### src/sv/sst_pkg.sv
// sst_pkg: shared constants, operation codes and cell command type
// for the sorted set table; no dependencies
package sst_pkg;

    localparam int CAPACITY = 64;
    localparam int DATA_W   = 32;
    localparam int CNT_W    = $clog2(CAPACITY + 1);
    localparam int SIZE_W   = 7;

    typedef enum logic [1:0] {
        OP_INSERT = 2'd0,
        OP_REMOVE = 2'd1,
        OP_MEMBER = 2'd2
    } t_op;

    typedef struct packed {
        logic ins;
        logic rem;
    } t_cell_cmd;

endpackage

### src/sv/sst_cell.sv
// sst_cell: one slot of the sorted chain, holds one element and
// shifts toward either neighbor on insert or remove; uses sst_pkg
module sst_cell (
    input  logic                             i_clk,
    input  sst_pkg::t_cell_cmd               i_cmd,
    input  logic                             i_active,
    input  logic signed [sst_pkg::DATA_W-1:0] i_elem,
    input  logic                             i_left_lt,
    input  logic signed [sst_pkg::DATA_W-1:0] i_left_val,
    input  logic signed [sst_pkg::DATA_W-1:0] i_right_val,
    output logic                             o_lt,
    output logic                             o_eq,
    output logic signed [sst_pkg::DATA_W-1:0] o_val
);

    logic signed [sst_pkg::DATA_W-1:0] r_val;
    logic signed [sst_pkg::DATA_W-1:0] n_val;

    assign o_lt  = i_active && (r_val < i_elem);
    assign o_eq  = i_active && (r_val == i_elem);
    assign o_val = r_val;

    always_comb begin
        n_val = r_val;
        if (i_cmd.ins && !o_lt) begin
            n_val = i_left_lt ? i_elem : i_left_val;
        end else if (i_cmd.rem && !o_lt) begin
            n_val = i_right_val;
        end
    end

    always_ff @(posedge i_clk) begin
        r_val <= n_val;
    end

endmodule

### config.mk
export PLATFORM = sky130hd
export DESIGN_NAME = sst_cell
export DESIGN_NICKNAME = d
export VERILOG_FILES = /design/src/sv/sst_pkg.sv /design/src/sv/sst_cell.sv
export SDC_FILE = /design/constraint.sdc
export NUM_CORES = 1
export LEC_CHECK = 0
export CORE_MARGIN = 2
export CORE_UTILIZATION = 60
export CTS_BUF_LIST = sky130_fd_sc_hd__clkbuf_16
export DETAILED_ROUTE_END_ITERATION = 10
export DONT_BUFFER_PORTS = 1
export GPL_TIMING_DRIVEN = 1
export PLACE_DENSITY = 0.79
export SYNTH_ARGS = -nofsm -noshare
export SYNTH_HDL_FRONTEND = slang
export SYNTH_SLANG_ARGS = --single-unit
### constraint.sdc
create_clock -name i_clk -period 8.7 [get_ports i_clk]
set_input_delay 0.435 -clock i_clk [delete_from_list [all_inputs] [get_ports i_clk]]
set_output_delay 0.435 -clock i_clk [all_outputs]
set_load 0.01 [all_outputs]
# [After elaboration in Yosys (flattened, before gate mapping)]
# Cells that the tools add are included.
[op_classes] n_mux=3 eq_ne=1 n_lt_le_gt_ge=1 reduce_logical=6
[ops] op="32-bit two-way mux" count=3
[ops] op="32-bit == test" count=1
[ops] op="32-bit less-than comparator" count=1
[ops] op="1-bit logical AND" count=4
[ops] op="2-bit nonzero test" count=1
[ops] op="1-bit logical NOT" count=1
[word_totals] input_bits=101 ff_bits=32 word_cells=12 out_inout_bits=34

# [Longest topological paths before layout]
[logic_depth] word_depth=6 mapped_depth=9 mapped_depth_nobuf=8

# [Least setup slack after synthesis]
# OpenSTA, ideal clock, no wires.
[synth_timing] kind="input to register" from="in i_elem[14] (netlist name)" to="reg r_val, in the netlist o_val[0], enable pin" t_arrival_ns=3.286 stages=8 n_path_buf=0 setup_time_ns=0.422 required_ns=8.278 slack_ns=4.992 cell_sequence="inv_1 ha_1 nand4_1 nor4_1 a21bo_2 a31oi_2 o21ai_0 nor2_1"
[synth_between] elab_chain_len=5 word_cells_on_any_way=6 cone_classes="order compare (1); reduce/logical (5)"
[synth_lines] element="start, declared" line_no="sst_cell.sv:7" text="input logic signed [sst_pkg::DATA_W-1:0] i_elem,"
[synth_lines] element="32-bit less-than comparator *" line_no="sst_cell.sv:19" text="assign o_lt = i_active && (r_val < i_elem);"
[synth_lines] element="1-bit logical AND *" line_no="sst_cell.sv:19"
[synth_lines] element="named net o_lt" line_no="sst_cell.sv:11" text="output logic o_lt,"
[synth_lines] element="1-bit logical NOT *" line_no="sst_cell.sv:25, sst_cell.sv:27"
[synth_lines] element="1-bit logical AND (on tied branches)" line_no="sst_cell.sv:25, sst_cell.sv:27"
[synth_lines] element="2-bit nonzero test (no source line) *"
[synth_lines] element="end signal, assigned" line_no="sst_cell.sv:33" text="r_val <= n_val;"
[synth_lines] element="end, declared" line_no="sst_cell.sv:16" text="logic signed [sst_pkg::DATA_W-1:0] r_val;"
# The timed path passes the listed nets; every way through them passes the cells marked *.
# A chain may end at the register's enable or synchronous reset.

# [Worst setup path in the final report]
[layout_timing] from="reg r_val, in the netlist o_val[31]" to="reg r_val, in the netlist o_val[6], enable pin"
[layout_between] elab_chain_len=5 word_cells_on_any_way=6 cone_classes="order compare (1); reduce/logical (5)"
[layout_lines] element="32-bit less-than comparator *" line_no="sst_cell.sv:19"
[layout_lines] element="1-bit logical AND *" line_no="sst_cell.sv:19"
[layout_lines] element="named net o_lt" line_no="sst_cell.sv:11"
[layout_lines] element="1-bit logical NOT *" line_no="sst_cell.sv:25, sst_cell.sv:27"
[layout_lines] element="1-bit logical AND (on tied branches)" line_no="sst_cell.sv:25, sst_cell.sv:27"
[layout_lines] element="2-bit nonzero test (no source line) *"
# Marks and branches as above.

==> qor.yml <==
final_layout:
  largest_reg_flops: 32
  insertedDiodeCount: 0
  fin_cells: 277
  layout.nets: 359
  drive_gt1_share_pct: 31.7
  syn2layout_area_growth_pct: 6.10
  fillers: 317
worst_setup_path:
  r2r-start: "o_val[31]"
  cp-end-kind: "flip-flop"
  path_depth: 7
  max_stage_delay_ps: 790
  r2r-end: "o_val[6]"
  required_ps: 8590
  cp_top_family: "simple AND/OR/NAND/NOR gates"
  crit_fanout: 32
  critPathLaunchType: "flip-flop"
  critical_path_class: "flip-flop to flip-flop"
  worst-r2r-setup-slack_ps: 5330
  arrival_ps: 3260
  cp.buffers_inverters: 0
  cp-endpoint: "o_val[6]"
  crit_path_cell_trace: "ha_1, nand4_1, nor4_1, nand2_1, a31oi_2, o21ai_0, nor2_4"
  startpoint: "o_val[31]"
  critical_path.slowest_cell: "nor2_4"
  worst-r2r-cell-count: 7
clock_tree:
  root_buffer: "clkbuf_16"
  cts_num_sinks: 32
  clk_path_buf_depth: 2
  cts-resized-gates: 0
  cts_made_buffers: 5
  clkSlewWorstSetupHoldPaths_ps: 50
  postCtsSetupRepairBufs: 0
  cts_tree: "built"
  ctsHoldBuffers: 0
  clock_latency_ps: 270
  ctsHtreeMaxLevel: 2
die:
  die_w_um: 69.6
  chipHeight_um: 69.6
  dieArea_mm2: 0.00485
  core_mm2: 0.00409
  start_util_pct: 63.3
  io_pins: 135
  rows: 23
global_route:
  grt_max_degree: 33
  antenna_found_initial: 0
  grt_overflow: 0
  grt_pass1_wl_um: 8090
  grt_pass1_vias: 1767
  grtUsageTotal_pct: 21.3
power_and_ir_drop:
  p_sw_uw: 169
  vdd_ir_drop_max_v: 0.000133
  p_clk_share_pct: 28.7
  power_frac_seq_pct: 45.7
  power_density_mw_per_mm2: 204
  p_int_uw: 390
  p_leak_nw: 1.17
  sw_frac_of_total_pct: 30.2
  combPwrFrac_pct: 25.6
logic_synthesis:
  yosysUniqueCellTypes: 25
  synth_top_area_share_pct: 37.2
  synthTopCellsByCount: "mux2_2, inv_1, edfxtp_1, ha_1, a21oi_1"
  yosysMostFrequentCell: "mux2_2"
  synth_seq_cells: 32
  synthesis.area_mm2: 0.00258
  yosys_warnings: 0
  syn-num-nets: 359
  synthTopCellsByArea: "edfxtp_1, mux2_2, ha_1, inv_1, a21oi_1"
  synth_edf_count: 32
  ys_async_sr_fraction_pct: 0
  synth_cells: 226
  synth_top_area_cell: "edfxtp_1"
  avgSynthCellArea_um2: 11.4
  ys_seq_area_share_pct: 37.2
  ys.flop_type: "edfxtp_1"
route:
  vias_per_cell: 5.92
  wl_um: 5050
  ant_nets: 0
  vias: 1639
  detail_route.wl_per_cell_um: 18.2
  first_pass_iters: 2
  drc: 0
  drt_iter0_drc: 49
job:
  cap_violations: 0
hold_path:
  holdCritPathClass: "input port to flip-flop"
  min_from: "i_right_val[5]"
sta:
  period_needed_ps: 3370
  hold_viol: 0
  setup_viol: 0
  skew_ps: 4.01
  slew_viol_final: 0
  fmaxAchievable_ghz: 0.297
  worst_pin_slew_ps: 1080
  rsz0062_at_grt: "false"
  fin_crit_sh_pct: 38.8
  relSlewSlack_pct: 27.5
  whs_ps: 376
  finalSetupTns_ps: 0
place:
  gp_congestion: 0.848
  placed_cells: 269
  portBuffers: 0
  hpwl_um: 3940
status:
  outcome: "finished clean"
[cell type report]
cell class                 instances  area [µm²]  area share (%)
multi-input combinational        154        1460            53.2
sequential                        32         961            35.0
clock buffer                       5         125            4.56
inverter                          33         124            4.52
tap                               50        62.6            2.28
clock inverter                     3        11.3           0.411
[cells by family after synthesis]
kind of cell | share of synthesized area (%)
adder cells (fa/ha/maj) | 15.5
flip-flops | 37.2
AND/OR/NAND/NOR | 5.76
multiplexers | 27.9
buffers and inverters | 6.68
AO/OA/AOI/OAI | 7.02
[per-stage QoR]
stage	cell area [µm²]	util (%)	worst slack (ps)	total power [mW]
floorplan	2580	-	4990	0.375
global placement	2610	63.8	5290	0.398
detailed placement	2610	63.8	5300	0.403
CTS	2740	67.1	5290	0.565
global route	2740	67.1	5020	0.593
finish	2740	67.1	5330	0.559
[layer usage]
| layer | global-route usage (%) | wire (µm) | vias up |
|---|---|---|---|
| met2 | 34.6 | 2460 | 81 |
| met3 | 9.30 | 513 | 7 |
| met1 | 25.0 | 2000 | 723 |
| li1 | - | - | 828 |
| met5 | 0 | 0 | - |
| met4 | 7.91 | 82 | 0 |
[how the worst min path moves through the flow]
| stage | to | slack [ps] | cells after the start |
|---|---|---|---|
| after floorplan | o_val[5] | 640 | 1 |
| after global placement | o_val[8] | 640 | 1 |
| after detailed placement | o_val[8] | 650 | 1 |
| after CTS | o_val[8] | 370 | 1 |
| after global routing | o_val[8] | 370 | 1 |
| final | o_val[5] | 380 | 1 |
[cell usage in the layout (no fill, tap or decap), types with 2 or more instances in the layout]
cell and n:
o21ai_0 6, nand2_1 11, ha_1 32, clkbuf_16 5, nor4_1 2, a21oi_1 15, edfxtp_1 32, nor2_1 5
mux2_2 62, inv_1 35, nand4_1 5, mux2_1 2, nand3_1 2
[power groups by stage]
stage / registers, mW / logic, mW / clock network [mW]
after floorplan: 0.251 / 0.123 / 0
after global placement: 0.258 / 0.140 / 0
after detailed placement: 0.260 / 0.144 / 0
after CTS: 0.257 / 0.145 / 0.164
after global routing: 0.260 / 0.162 / 0.171
final: 0.256 / 0.143 / 0.160
(Power assumes the default switching activity.)
